--- config.mk ---
export PLATFORM = sky130hd
export DESIGN_NAME = static_frame_reuse_gate_core
export DESIGN_NICKNAME = d
export VERILOG_FILES = /design/src/sv/sfrg_pkg.sv /design/src/sv/static_frame_reuse_gate_core.sv /design/src/sv/sfrg_risk.sv /design/src/sv/sfrg_run.sv
export SDC_FILE = /design/constraint.sdc
export NUM_CORES = 2
export LEC_CHECK = 0
export BUFFER_PORTS_ARGS = -buffer_cell sky130_fd_sc_hd__buf_2
export CORE_ASPECT_RATIO = 1.5
export CORE_UTILIZATION = 30
export CTS_BUF_LIST = sky130_fd_sc_hd__clkbuf_8
export DETAILED_ROUTE_END_ITERATION = 10
export SLEW_MARGIN = 20
export SYNTH_ARGS = -nofsm -noshare
export SYNTH_HDL_FRONTEND = slang
export SYNTH_SLANG_ARGS = --single-unit
--- constraint.sdc ---
create_clock -name clk -period 20.6 [get_ports clk]
set_input_delay 4.12 -clock clk [delete_from_list [all_inputs] [get_ports clk]]
set_output_delay 4.12 -clock clk [all_outputs]
set_load 0.05 [all_outputs]
--- src/sv/sfrg_pkg.sv ---
// ============================================================================
// sfrg_pkg
// Shared types and constants for the static frame reuse gate.
// ============================================================================
package sfrg_pkg;

    // feature and score widths
    localparam int unsigned SHARE_W = 16;
    localparam int unsigned FLAGS_W = 4;
    localparam int unsigned RISK_W  = 16;
    localparam int unsigned RUN_W   = 16;
    localparam int unsigned CFG_W   = 8;
    localparam int unsigned CFG_IDX_W = 1;

    // configuration register indexes
    localparam logic [CFG_IDX_W-1:0] REG_MIN_STATIC_RUN = 1'd0;
    localparam logic [CFG_IDX_W-1:0] REG_REFRESH_PERIOD = 1'd1;

    // configuration reset values
    localparam logic [CFG_W-1:0] MIN_STATIC_RUN_RST = 8'd3;
    localparam logic [CFG_W-1:0] REFRESH_PERIOD_RST = 8'd12;

    // static background thresholds (Q0.16)
    localparam logic [SHARE_W-1:0] TH_001 = 16'd655;
    localparam logic [SHARE_W-1:0] TH_070 = 16'd45876;
    localparam logic [SHARE_W-1:0] TH_040 = 16'd26215;
    localparam logic [SHARE_W-1:0] TH_005 = 16'd3276;
    localparam logic [SHARE_W-1:0] TH_006 = 16'd3932;
    localparam logic [SHARE_W-1:0] TH_008 = 16'd5242;
    localparam logic [SHARE_W-1:0] TH_030 = 16'd19661;

    // reciprocal scale factors, round(1024 / limit)
    localparam logic [SHARE_W-1:0] K_003 = 16'd34133;
    localparam logic [SHARE_W-1:0] K_022 = 16'd4655;
    localparam logic [SHARE_W-1:0] K_045 = 16'd2276;
    localparam logic [SHARE_W-1:0] K_005 = 16'd20480;
    localparam logic [SHARE_W-1:0] K_004 = 16'd25600;
    localparam logic [SHARE_W-1:0] K_008 = 16'd12800;
    localparam logic [SHARE_W-1:0] K_002 = 16'd51200;

    // risk floors and the low-risk limit (Q6.10)
    localparam logic [RISK_W-1:0] RISK_ONE        = 16'd1024;
    localparam logic [RISK_W-1:0] RISK_FLOOR_HIGH = 16'd2048;
    localparam logic [RISK_W-1:0] RISK_FLOOR_MID  = 16'd1536;

    localparam logic [RUN_W-1:0] RUN_MAX = '1;

    // frame flag bit positions
    localparam int unsigned FLAG_QUALITY = 0;
    localparam int unsigned FLAG_IDR     = 1;
    localparam int unsigned FLAG_GUARD   = 2;
    localparam int unsigned FLAG_LOW     = 3;

    // one frame request
    typedef struct packed {
        logic [SHARE_W-1:0] motion_level;
        logic [SHARE_W-1:0] cut_level;
        logic [SHARE_W-1:0] noise_level;
        logic [SHARE_W-1:0] edge_level;
        logic [SHARE_W-1:0] background_share;
        logic [SHARE_W-1:0] foreground_share;
        logic [SHARE_W-1:0] roi_share;
        logic [SHARE_W-1:0] transition_share;
        logic [SHARE_W-1:0] edge_roi_share;
        logic [SHARE_W-1:0] textured_background_share;
        logic [SHARE_W-1:0] hard_background_share;
        logic [FLAGS_W-1:0] frame_flags;
    } frame_t;

    // risk result handed to the run tracker
    typedef struct packed {
        logic [RISK_W-1:0] risk_level;
        logic              low_risk;
    } risk_t;

    // ratio v / limit as (v * k) >> 16; the largest factor keeps it below 65535
    function automatic logic [RISK_W-1:0] scale(input logic [SHARE_W-1:0] v,
                                                input logic [SHARE_W-1:0] k);
        logic [2*SHARE_W-1:0] prod;
        prod  = v * k;
        scale = prod[2*SHARE_W-1:SHARE_W];
    endfunction

    function automatic logic [RISK_W-1:0] max2(input logic [RISK_W-1:0] a,
                                               input logic [RISK_W-1:0] b);
        max2 = (a > b) ? a : b;
    endfunction

endpackage

--- src/sv/static_frame_reuse_gate_core.sv ---
// ============================================================================
// static_frame_reuse_gate_core
// Per-frame reuse gate: risk score, static run tracking and reuse decision.
// ============================================================================
// Usage:
//   One request per video frame enters on the s_ group: eleven Q0.16 feature
//   shares in s_tdata and the four frame flags in s_tuser. Each request gives
//   one result on the m_ group: risk level (Q6.10), static run length and the
//   reuse candidate bit.
//   The request is captured in an input register; the risk score, the run
//   update and the decision are formed combinationally between that register
//   and the result register, which drives m_tvalid and m_tdata.
//   Throughput is one request per cycle while m_tready stays high, set by
//   the single combinational stage between the two registers.
//   When the receiver holds m_tready low the result stays in the result
//   register, one more request waits in the input register, and s_tready
//   drops until the result is taken.
//   Reset clears both stages, the run counter and the refresh phase, and loads
//   min_static_run = 3 and refresh_period = 12. Configuration is to be written
//   through cfg_we/cfg_index/cfg_wdata while idle, not enforced by the block.
// ============================================================================
module static_frame_reuse_gate_core
(
    input  logic          clk,
    input  logic          rst_n,
    // configuration write port
    input  logic          cfg_we,
    input  logic [0:0]    cfg_index,
    input  logic [7:0]    cfg_wdata,
    // frame request
    input  logic          s_tvalid,
    output logic          s_tready,
    // motion_level, cut_level, noise_level, edge_level, background_share,
    // foreground_share, roi_share, transition_share, edge_roi_share,
    // textured_background_share, hard_background_share (16 bits each)
    input  logic [175:0]  s_tdata,
    // frame_flags
    input  logic [3:0]    s_tuser,
    // result
    output logic          m_tvalid,
    input  logic          m_tready,
    // risk_level [15:0], static_run_out [31:16], reuse_candidate [32], zero pad
    output logic [39:0]   m_tdata
);

    localparam int unsigned SW = sfrg_pkg::SHARE_W;

    logic                        in_valid_reg;
    logic [175:0]                in_data_reg;
    logic [sfrg_pkg::FLAGS_W-1:0] in_flags_reg;
    logic                        out_valid_reg;
    logic [39:0]                 out_data_reg;
    logic [39:0]                 out_data_next;
    logic [sfrg_pkg::CFG_W-1:0]  min_run_reg;
    logic [sfrg_pkg::CFG_W-1:0]  period_reg;
    logic                        advance;
    logic                        accept;
    sfrg_pkg::frame_t            frame;
    sfrg_pkg::risk_t             risk;
    logic [sfrg_pkg::RUN_W-1:0]  run_next;
    logic                        candidate;

    // pipeline control
    assign advance  = in_valid_reg && (!out_valid_reg || m_tready);
    assign s_tready = !in_valid_reg || advance;
    assign accept   = s_tvalid && s_tready;
    assign m_tvalid = out_valid_reg;
    assign m_tdata  = out_data_reg;

    // configuration registers
    always_ff @(posedge clk or negedge rst_n)
    begin
        if (!rst_n)
        begin
            min_run_reg <= sfrg_pkg::MIN_STATIC_RUN_RST;
            period_reg  <= sfrg_pkg::REFRESH_PERIOD_RST;
        end
        else if (cfg_we)
        begin
            unique case (cfg_index)
                sfrg_pkg::REG_MIN_STATIC_RUN: min_run_reg <= cfg_wdata;
                sfrg_pkg::REG_REFRESH_PERIOD: period_reg  <= cfg_wdata;
                default: ;
            endcase
        end
    end

    // input stage valid
    always_ff @(posedge clk or negedge rst_n)
    begin
        if (!rst_n)
        begin
            in_valid_reg <= 1'b0;
        end
        else if (s_tready)
        begin
            in_valid_reg <= s_tvalid;
        end
    end

    // input stage payload
    always_ff @(posedge clk)
    begin
        if (accept)
        begin
            in_data_reg  <= s_tdata;
            in_flags_reg <= s_tuser;
        end
    end

    // unpack the request
    assign frame.motion_level              = in_data_reg[0*SW +: SW];
    assign frame.cut_level                 = in_data_reg[1*SW +: SW];
    assign frame.noise_level               = in_data_reg[2*SW +: SW];
    assign frame.edge_level                = in_data_reg[3*SW +: SW];
    assign frame.background_share          = in_data_reg[4*SW +: SW];
    assign frame.foreground_share          = in_data_reg[5*SW +: SW];
    assign frame.roi_share                 = in_data_reg[6*SW +: SW];
    assign frame.transition_share          = in_data_reg[7*SW +: SW];
    assign frame.edge_roi_share            = in_data_reg[8*SW +: SW];
    assign frame.textured_background_share = in_data_reg[9*SW +: SW];
    assign frame.hard_background_share     = in_data_reg[10*SW +: SW];
    assign frame.frame_flags               = in_flags_reg;

    sfrg_risk u_risk
    (
        .frame (frame),
        .risk  (risk)
    );

    sfrg_run u_run
    (
        .clk            (clk),
        .rst_n          (rst_n),
        .step           (advance),
        .low_risk       (risk.low_risk),
        .min_static_run (min_run_reg),
        .refresh_period (period_reg),
        .run_next       (run_next),
        .candidate      (candidate)
    );

    assign out_data_next = {7'd0, candidate, run_next, risk.risk_level};

    // result stage valid
    always_ff @(posedge clk or negedge rst_n)
    begin
        if (!rst_n)
        begin
            out_valid_reg <= 1'b0;
        end
        else if (!out_valid_reg || m_tready)
        begin
            out_valid_reg <= in_valid_reg;
        end
    end

    // result stage payload
    always_ff @(posedge clk)
    begin
        if (advance)
        begin
            out_data_reg <= out_data_next;
        end
    end

    // a candidate always has a nonzero run behind it
    a_cand_run: assert property (@(posedge clk) disable iff (!rst_n)
        (m_tvalid && m_tdata[32]) |-> (m_tdata[31:16] != 16'd0))
        else $error("reuse candidate with empty static run");

    // run length is nonzero exactly when the frame was low risk
    a_run_risk: assert property (@(posedge clk) disable iff (!rst_n)
        m_tvalid |-> ((m_tdata[31:16] != 16'd0) == (m_tdata[15:0] <= sfrg_pkg::RISK_ONE)))
        else $error("static run disagrees with risk level");

    // an empty input stage never refuses a request
    a_ready_empty: assert property (@(posedge clk) disable iff (!rst_n)
        !in_valid_reg |-> s_tready)
        else $error("input stage empty but not ready");

    // a stalled input stage keeps its request
    a_hold_input: assert property (@(posedge clk) disable iff (!rst_n)
        (in_valid_reg && !advance) |=> in_valid_reg)
        else $error("stalled request lost");

    // a moved request always lands in the result stage
    a_advance_out: assert property (@(posedge clk) disable iff (!rst_n)
        advance |=> out_valid_reg)
        else $error("advanced request missing from result stage");

endmodule

--- src/sv/sfrg_risk.sv ---
// ============================================================================
// sfrg_risk
// Static background test and risk score for one frame, combinational.
// ============================================================================
module sfrg_risk
(
    input  sfrg_pkg::frame_t frame,
    output sfrg_pkg::risk_t  risk
);

    localparam int unsigned NTERM = 12;

    logic                          stb;
    logic                          q_active;
    logic                          idr;
    logic                          guard;
    logic                          low_scene;
    logic [sfrg_pkg::SHARE_W-1:0]  trans_k;
    logic [sfrg_pkg::RISK_W-1:0]   term [NTERM];
    logic [sfrg_pkg::RISK_W-1:0]   lvl1 [6];
    logic [sfrg_pkg::RISK_W-1:0]   lvl2 [3];
    logic [sfrg_pkg::RISK_W-1:0]   lvl3;
    logic [sfrg_pkg::RISK_W-1:0]   peak;

    assign q_active  = frame.frame_flags[sfrg_pkg::FLAG_QUALITY];
    assign idr       = frame.frame_flags[sfrg_pkg::FLAG_IDR];
    assign guard     = frame.frame_flags[sfrg_pkg::FLAG_GUARD];
    assign low_scene = frame.frame_flags[sfrg_pkg::FLAG_LOW];

    // static textured background test
    assign stb = (frame.motion_level <= sfrg_pkg::TH_001)
              && (frame.cut_level <= sfrg_pkg::TH_001)
              && !((frame.edge_level >= sfrg_pkg::TH_070)
                   && (frame.noise_level >= sfrg_pkg::TH_040))
              && (frame.background_share >= sfrg_pkg::TH_070)
              && (frame.foreground_share <= sfrg_pkg::TH_005)
              && (frame.roi_share <= sfrg_pkg::TH_006)
              && (frame.transition_share <= sfrg_pkg::TH_008)
              && (frame.edge_roi_share <= sfrg_pkg::TH_001)
              && (frame.textured_background_share >= sfrg_pkg::TH_030);

    assign trans_k = stb ? sfrg_pkg::K_008 : sfrg_pkg::K_004;

    // ratio terms; the texture terms drop out on a static background
    always_comb
    begin
        term[0]  = sfrg_pkg::scale(frame.motion_level, sfrg_pkg::K_003);
        term[1]  = sfrg_pkg::scale(frame.cut_level, sfrg_pkg::K_003);
        term[2]  = stb ? '0 : sfrg_pkg::scale(frame.noise_level, sfrg_pkg::K_022);
        term[3]  = stb ? '0 : sfrg_pkg::scale(frame.edge_level, sfrg_pkg::K_045);
        term[4]  = stb ? '0 : sfrg_pkg::scale(frame.hard_background_share,
                                              sfrg_pkg::K_005);
        term[5]  = sfrg_pkg::scale(frame.roi_share, sfrg_pkg::K_003);
        term[6]  = sfrg_pkg::scale(frame.foreground_share, sfrg_pkg::K_005);
        term[7]  = sfrg_pkg::scale(frame.transition_share, trans_k);
        term[8]  = sfrg_pkg::scale(frame.edge_roi_share, sfrg_pkg::K_002);
        term[9]  = (q_active || idr) ? sfrg_pkg::RISK_FLOOR_HIGH : '0;
        term[10] = (guard && !stb) ? sfrg_pkg::RISK_FLOOR_HIGH : '0;
        term[11] = (!low_scene && !stb) ? sfrg_pkg::RISK_FLOOR_MID : '0;
    end

    // maximum tree
    always_comb
    begin
        for (int i = 0; i < 6; i++)
        begin
            lvl1[i] = sfrg_pkg::max2(term[2*i], term[2*i+1]);
        end
        for (int i = 0; i < 3; i++)
        begin
            lvl2[i] = sfrg_pkg::max2(lvl1[2*i], lvl1[2*i+1]);
        end
        lvl3 = sfrg_pkg::max2(lvl2[0], lvl2[1]);
        peak = sfrg_pkg::max2(lvl3, lvl2[2]);
    end

    assign risk.risk_level = peak;
    assign risk.low_risk   = (peak <= sfrg_pkg::RISK_ONE);

endmodule

--- src/sv/sfrg_run.sv ---
// ============================================================================
// sfrg_run
// Static run counter, refresh phase and reuse decision.
// ============================================================================
module sfrg_run
(
    input  logic                         clk,
    input  logic                         rst_n,
    input  logic                         step,
    input  logic                         low_risk,
    input  logic [sfrg_pkg::CFG_W-1:0]   min_static_run,
    input  logic [sfrg_pkg::CFG_W-1:0]   refresh_period,
    output logic [sfrg_pkg::RUN_W-1:0]   run_next,
    output logic                         candidate
);

    logic [sfrg_pkg::RUN_W-1:0] run_reg;
    logic [sfrg_pkg::CFG_W-1:0] phase_reg;
    logic [sfrg_pkg::CFG_W-1:0] phase_next;
    logic [sfrg_pkg::CFG_W:0]   phase_inc;

    assign phase_inc = {1'b0, phase_reg} + 1'b1;

    // next run length and phase
    always_comb
    begin
        if (low_risk)
        begin
            run_next = (run_reg == sfrg_pkg::RUN_MAX) ? run_reg : run_reg + 1'b1;
            if (phase_inc >= {1'b0, refresh_period})
            begin
                phase_next = '0;
            end
            else
            begin
                phase_next = phase_inc[sfrg_pkg::CFG_W-1:0];
            end
        end
        else
        begin
            run_next   = '0;
            phase_next = '0;
        end
    end

    assign candidate = (run_next >= {{(sfrg_pkg::RUN_W-sfrg_pkg::CFG_W){1'b0}},
                                     min_static_run})
                    && (phase_next != '0);

    // state update once per request
    always_ff @(posedge clk or negedge rst_n)
    begin
        if (!rst_n)
        begin
            run_reg   <= '0;
            phase_reg <= '0;
        end
        else if (step)
        begin
            run_reg   <= run_next;
            phase_reg <= phase_next;
        end
    end

endmodule
# Yosys cells after proc, flatten, opt, wreduce, memory -nomap -nowiden
# Cells that the tools add are included.
[totals]
wordCells = 93
register_bits = 255
[op_classes]
bitwise = 1
addsub = 2
reduce_logical = 25
n_mul = 9
n_mux = 22
n_lt_le_gt_ge = 24
eq_ne = 1
[op_table]
columns = ["op", "n"]
rows = [
  ["$mux W16", 13],
  ["$gt A16 B16 Y1", 10],
  ["$mul A16 B16 Y32 const B", 3],
  ["$le A16 B10 Y1 const B", 3],
  ["$mul A16 B3 Y19 const B", 2],
  ["$mux W12", 3],
  ["$ge A16 B15 Y1 const B", 2],
  ["$ge A16 B16 Y1 const B", 2],
  ["$le A16 B12 Y1 const B", 2],
  ["$mul A16 B16 Y32", 1],
  ["$mux W15", 2],
  ["$mul A16 B13 Y29 const B", 1],
  ["$mul A16 B10 Y26 const B", 1],
  ["$mul A16 B5 Y21 const B", 1],
  ["$add A16 B1 Y16 const B", 1],
  ["$eq A16 B16 Y1 const B", 1],
  ["$ge A16 B8 Y1", 1],
  ["$gt A15 B16 Y1", 1],
  ["$le A16 B11 Y1 const B", 1],
  ["$le A16 B13 Y1 const B", 1],
  ["$mux W8", 2],
  ["$logic_and A1 B1 Y1", 14],
  ["$mux W13", 1],
  ["$mux W11", 1],
  ["7 further kinds", 14],
]

# Depth between registers and ports, before layout
[logic_depth]
ltp_word = 24
depth_mapped = 91

# Cells and area by module
# Synthesis repeated with hierarchy kept, for this count alone.
[unflattened]
hier_cells = 3901
hier_area_um2 = 38054.0
[by_module_without_submodules]
columns = ["module", "cells_per_inst", "area_each_um2", "n_inst"]
rows = [
  ["sfrg_risk", 3371, 28690.0, 1],
  ["static_frame_reuse_gate_core", 264, 7188.1, 1],
  ["sfrg_run", 266, 2175.8, 1],
]

# Worst setup path before layout
# No wires, ideal clock.
[synth_timing]
path_type = "register to register"
startpoint = "register in_data_reg[40]"
endpoint = "register out_data_reg[32], in the netlist m_tdata[32], data pin"
arrival_ns = 16.930
setup_ns = 0.264
period_less_slack_ns = 17.194
path_stages_with_launch = 87
path_slack_ns = 3.406
path_cell_list = "edfxtp_1 inv_1 ha_1 or2_2 a21oi_1 a21o_1 o2111a_1 clkbuf_1 clkbuf_1 clkbuf_1 clkbuf_1 nor2_1 fa_1 fa_1 inv_1 fa_1 inv_1 ha_1 [51 not listed] clkbuf_1 o211a_1 a221oi_1 or4_1 o31ai_4 buf_2 nand3_1 ha_1 nand2b_1 a21o_1 a21oi_1 nor2b_1 o21ai_0 nand2b_1 a21oi_1 nor2b_1 o21ai_0 a211oi_1"
[synth_between]
elab_chain_len = 24
word_cells_on_any_way = 45
[synth_rtl]
columns = ["element", "line_no", "source"]
rows = [
  ["from (decl)", "static_frame_reuse_gate_core.sv:49", "logic [175:0] in_data_reg;"],
  ["from (signal assigned)", "static_frame_reuse_gate_core.sv:106", "in_data_reg <= s_tdata;"],
  ["$ge A16 B15 Y1", "sfrg_risk.sv:34", "&& (frame.noise_level >= sfrg_pkg::TH_040))"],
  ["$logic_and A1 B1 Y1", "sfrg_risk.sv:34", ""],
  ["$logic_not A1 Y1", "sfrg_risk.sv:33", "&& !((frame.edge_level >= sfrg_pkg::TH_070)"],
  ["$logic_and A1 B1 Y1", "sfrg_risk.sv:33", ""],
  ["$logic_and A1 B1 Y1", "sfrg_risk.sv:35", "&& (frame.background_share >= sfrg_pkg::TH_070)"],
  ["$logic_and A1 B1 Y1", "sfrg_risk.sv:36", "&& (frame.foreground_share <= sfrg_pkg::TH_005)"],
  ["$logic_and A1 B1 Y1", "sfrg_risk.sv:37", "&& (frame.roi_share <= sfrg_pkg::TH_006)"],
  ["$logic_and A1 B1 Y1", "sfrg_risk.sv:38", "&& (frame.transition_share <= sfrg_pkg::TH_008)"],
  ["[9 not listed]", "--", ""],
  ["$mux W16", "sfrg_pkg.sv:86", "max2 = (a > b) ? a : b;"],
  ["$gt A16 B16 Y1", "sfrg_pkg.sv:86", ""],
  ["$mux W16 (*)", "sfrg_pkg.sv:86", ""],
  ["$le A16 B11 Y1 (*)", "sfrg_risk.sv:78", "assign risk.low_risk = (peak <= sfrg_pkg::RISK_ONE);"],
  ["$mux W16 or $mux W8 (tied branches)", "sfrg_run.sv:27", "if (low_risk)"],
  ["$ge A16 B8 Y1 or $reduce_bool A8 Y1 (tied branches)", "sfrg_run.sv:46, sfrg_run.sv:48", ""],
  ["$logic_and A1 B1 Y1 (*)", "sfrg_run.sv:48", "&& (phase_next != '0);"],
  ["named net candidate", "static_frame_reuse_gate_core.sv:61", "logic candidate;"],
  ["to (signal assigned)", "static_frame_reuse_gate_core.sv:163", "out_data_reg <= out_data_next;"],
  ["to (decl)", "static_frame_reuse_gate_core.sv:52", "logic [39:0] out_data_reg;"],
]
# Mark *: on every way through the listed nets, which the timed path passes. The rest lies on a longest branch.
# A chain may end at the register's enable or synchronous reset.

# Final worst setup path
[layout_timing]
startpoint = "register in_data_reg[15]"
endpoint = "register out_data_reg[32], in the netlist m_tdata[32], data pin"
[layout_between]
elab_chain_len = 23
word_cells_on_any_way = 46
[layout_rtl]
columns = ["element", "line_no", "source"]
rows = [
  ["$le A16 B10 Y1", "sfrg_risk.sv:31", "assign stb = (frame.motion_level <= sfrg_pkg::TH_001)"],
  ["$logic_and A1 B1 Y1", "sfrg_risk.sv:32", "&& (frame.cut_level <= sfrg_pkg::TH_001)"],
  ["$logic_and A1 B1 Y1", "sfrg_risk.sv:33", ""],
  ["$logic_and A1 B1 Y1", "sfrg_risk.sv:35", ""],
  ["$logic_and A1 B1 Y1", "sfrg_risk.sv:36", ""],
  ["$logic_and A1 B1 Y1", "sfrg_risk.sv:37", ""],
  ["$logic_and A1 B1 Y1", "sfrg_risk.sv:38", ""],
  ["$logic_and A1 B1 Y1", "sfrg_risk.sv:39", "&& (frame.edge_roi_share <= sfrg_pkg::TH_001)"],
  ["[9 not listed]", "--", ""],
  ["$gt A16 B16 Y1", "sfrg_pkg.sv:86", ""],
  ["$mux W16 (*)", "sfrg_pkg.sv:86", ""],
  ["$le A16 B11 Y1 (*)", "sfrg_risk.sv:78", ""],
  ["$mux W16 (*)", "sfrg_run.sv:27", ""],
  ["named net run_next (one bit)", "static_frame_reuse_gate_core.sv:60", "logic [sfrg_pkg::RUN_W-1:0] run_next;"],
  ["$ge A16 B8 Y1 (*)", "sfrg_run.sv:46", "assign candidate = (run_next >= {{(sfrg_pkg::RUN_W-sfrg_pkg::CFG_W){1'b0}},"],
  ["$logic_and A1 B1 Y1 (*)", "sfrg_run.sv:48", ""],
  ["named net candidate", "static_frame_reuse_gate_core.sv:61", ""],
]
# Marked as above.

==> flow_metrics.env <==
export IMPL_cp_end_kind="flop"
export IMPL_fin_ws_ns=1.287
export IMPL_synthArstFlopShare_pct=16.60
export IMPL_grt_pass1_vias=30400
export IMPL_synth_ff_type="edfxtp_1"
export IMPL_grt_max_degree=62
export IMPL_die_area_mm2=0.1290
export IMPL_slowest_stage="nor4_1"
export IMPL_r2r_cells=75
export IMPL_critPathKind="flop to flop"
export IMPL_cts_resized_gates=0
export IMPL_hold_ws_ns=0.5034
export IMPL_reg2reg_slack_ns=1.29
export IMPL_worstHoldPathType="flop to flop"
export IMPL_slew_violations=0
export IMPL_finalCritPeriodShare_pct=93.75
export IMPL_maxSlewHeadroom_pct=24.46
export IMPL_worstSetupStartpoint="in_data_reg[15]$_DFFE_PP_"
export IMPL_drive_gt1_share_pct=9.441
export IMPL_grt_usage_pct=16.13
export IMPL_die_height_um=439.4
export IMPL_largest_register_ffs=174
export IMPL_regArea_mm2=0.007392
export IMPL_place_area_mm2=0.04153
export IMPL_slowest_delay_ns=0.70
export IMPL_ioPinCount=236
export IMPL_ys_seq_area_share_pct=19.32
export IMPL_hold_violations=0
export IMPL_syn_avg_cell_area_um2=9.647
export IMPL_r2r_end="m_tdata[32]$_DFFE_PP_"
export IMPL_max_clock_path_buffers=3
export IMPL_finalSetupViolCount=0
export IMPL_min_period_ns=19.31
export IMPL_vias=29130
export IMPL_initial_utilization_pct=30.19
export IMPL_rsz0062_at_grt="no"
export IMPL_cts_sinks=253
export IMPL_n_fill_cell=13030
export IMPL_top_layer="met5"
export IMPL_antenna_found_initial=18
export IMPL_grt_overflow=0
export IMPL_globalplace_congestion=0.9223
export IMPL_numPortBuffers=226
export IMPL_max_freq_mhz=51.78
export IMPL_num_nets_final=5597
export IMPL_die_w_um=293.6
export IMPL_root_buffer="clkbuf_8"
export IMPL_multiInputGateArea_mm2=0.02776
export IMPL_htree_levels=2
export IMPL_hpwl_um=86840
export IMPL_syn_to_final_growth_pct=11.19
export IMPL_met2_wirelength_um=55240
export IMPL_drt_vias_per_instance=4.885
export IMPL_route_met3_wl_um=4390
export IMPL_numCtsBuffers=47
export IMPL_ys_warnings_count=0
export IMPL_arrival_ns=19.75
export IMPL_grt_pass1_wl_um=162500
export IMPL_final_setup_tns_ns=0
export IMPL_cts_tree="yes"
export IMPL_pre_cts_slack_ns=1.096
export IMPL_crit_required_ns=21.04
export IMPL_fp_row_count=160
export IMPL_synth_edf_count=211
export IMPL_tightest_slew_ns=1.105
export IMPL_firstDrtPassIters=5
export IMPL_synth_seq_cells=253
export IMPL_cts_hold_buf=0
export IMPL_met1Wirelength_um=39350
export IMPL_fp_coreArea_mm2=0.1267
export IMPL_critPathMaxFanout=18
export IMPL_startpoint_type="flop"
export IMPL_clkSlewWorstSetupHoldPaths_ns=0.07
export IMPL_rr_startpoint="in_data_reg[15]$_DFFE_PP_"
export IMPL_cap_viol_max_count=0
export IMPL_status="finished, final reports clean"
export IMPL_crit_path_end="m_tdata[32]$_DFFE_PP_"
export IMPL_antenna_left=0
export IMPL_yosysUniqueCellTypes=90
export IMPL_clk_latency_ns=0.70
export IMPL_drtIter0Drc=1216
export IMPL_drcViolationCount=0
export IMPL_wirelength_um=102400
export IMPL_fin_skew_ns=0.06502
export IMPL_synthCells=3966
export IMPL_wl_per_cell_um=17.17
export IMPL_post_cts_buffers=0
export IMPL_syn_area_mm2=0.03826
export IMPL_design_area_mm2=0.04254
export IMPL_path_common_cell="ha_1"
-- area by class of cell --
cell class / count / share of cell area (%)
Multi-Input combinational cell: 2887 / 65.26
Sequential cell: 253 / 17.38
Clock inverter: 33 / 0.6147
Antenna cell: 4 / 0.02353
Tap cell: 1701 / 5.003
Timing Repair Buffer: 252 / 3.124
Inverter: 780 / 6.883
Clock buffer: 53 / 1.715
-- layout by cell type, fill, tap and decap left out, types with 12 or more instances in the layout --
master,instances
nand4_1,54
o2111ai_1,12
o211ai_1,37
mux2_2,20
or3_1,25
xnor2_1,71
buf_4,27
o31a_1,12
buf_2,225
and3_1,35
conb_1,24
ha_1,871
a211oi_1,26
mux2i_1,25
nor4_1,13
nand2_1,180
a21o_1,85
a22oi_1,13
o21a_1,39
nor2_1,155
clkbuf_8,53
a31oi_1,23
xor2_1,46
or2_2,22
o21ai_0,123
and2_1,38
dfrtp_1,38
edfxtp_1,211
a221oi_1,14
o31ai_1,19
nor2b_1,35
nand3_1,85
a21oi_1,175
inv_1,786
nand2b_1,33
a21boi_0,16
o22ai_1,12
fa_1,311
o21bai_1,17
nor3_1,58
-- kinds of logic (layout without fill, tap and decap cells) --
family | count (synthesis) | after routing | synth area share [%]
and+or+nand+nor | 771 | 771 | 10.17
DFF | 253 | 253 | 19.32
buffers and inverters | 848 | 1118 | 8.408
muxes | 45 | 45 | 1.243
xor gates and xnor gates | 117 | 117 | 2.678
adders and majority gates | 1183 | 1183 | 44.78
other | 2 | 28 | 0.01963
AOI/OAI and AO/OA | 747 | 747 | 13.38
-- per-stage QoR --
step	std cells	utilization (%)
3_5_place_dp	5873	32.77
3_3_place_gp	5873	32.77
4_1_cts	5959	33.55
2_1_floorplan	3988	-
5_1_grt	5962	33.57
6_report	5963	33.57
-- synth_stat cells (38+ instances only) --
library cell | n | area, um2
inv_1 | 779 | 2924
nand4_1 | 54 | 337.8
nand3_1 | 85 | 425.4
xor2_1 | 46 | 402.9
and2_1 | 39 | 244.0
o21ai_0 | 123 | 615.6
clkbuf_1 | 54 | 202.7
fa_1 | 311 | 6226
ha_1 | 871 | 10900
a21oi_1 | 175 | 875.8
nor3_1 | 58 | 290.3
dfrtp_1 | 38 | 950.9
o21a_1 | 39 | 292.8
a21o_1 | 85 | 638.1
edfxtp_1 | 211 | 6336
xnor2_1 | 71 | 621.9
nand2_1 | 180 | 675.7
nor2_1 | 155 | 581.8
-- worst min path at each step --
stage	startpoint	to	slack (ns)	cells past startpoint
after CTS	in_valid_reg$_DFFE_PN0N_	m_tvalid$_DFFE_PN0P_	0.51	1
after floorplan	in_valid_reg$_DFFE_PN0N_	m_tvalid$_DFFE_PN0P_	0.46	1
after global routing	period_reg[4]$_DFFE_PN0P_	period_reg[4]$_DFFE_PN0P_	0.52	1
after global placement	in_valid_reg$_DFFE_PN0N_	m_tvalid$_DFFE_PN0P_	0.47	1
final	in_valid_reg$_DFFE_PN0N_	m_tvalid$_DFFE_PN0P_	0.50	1
after detailed placement	in_valid_reg$_DFFE_PN0N_	m_tvalid$_DFFE_PN0P_	0.48	1
-- critical path: cells and delay by family (launching register included) --
kind            cells  cell delay [ns]
simple gates       20             4.86
flops               1             0.58
mux                 1             0.38
xor+xnor            1             0.54
buf+inv             5             0.55
fa+ha+maj          12             3.95
compound gates     36             8.10
-- layer usage --
layer | GRT usage (%) | up-vias
met5 | 0 | -
met4 | 5.166 | 16
met3 | 2.421 | 166
met2 | 31.45 | 533
met1 | 17.48 | 14130
li1 | - | 14290
Power is not shown: default switching activity piles up to over one toggle a cycle in this logic, so the estimate is an artifact.
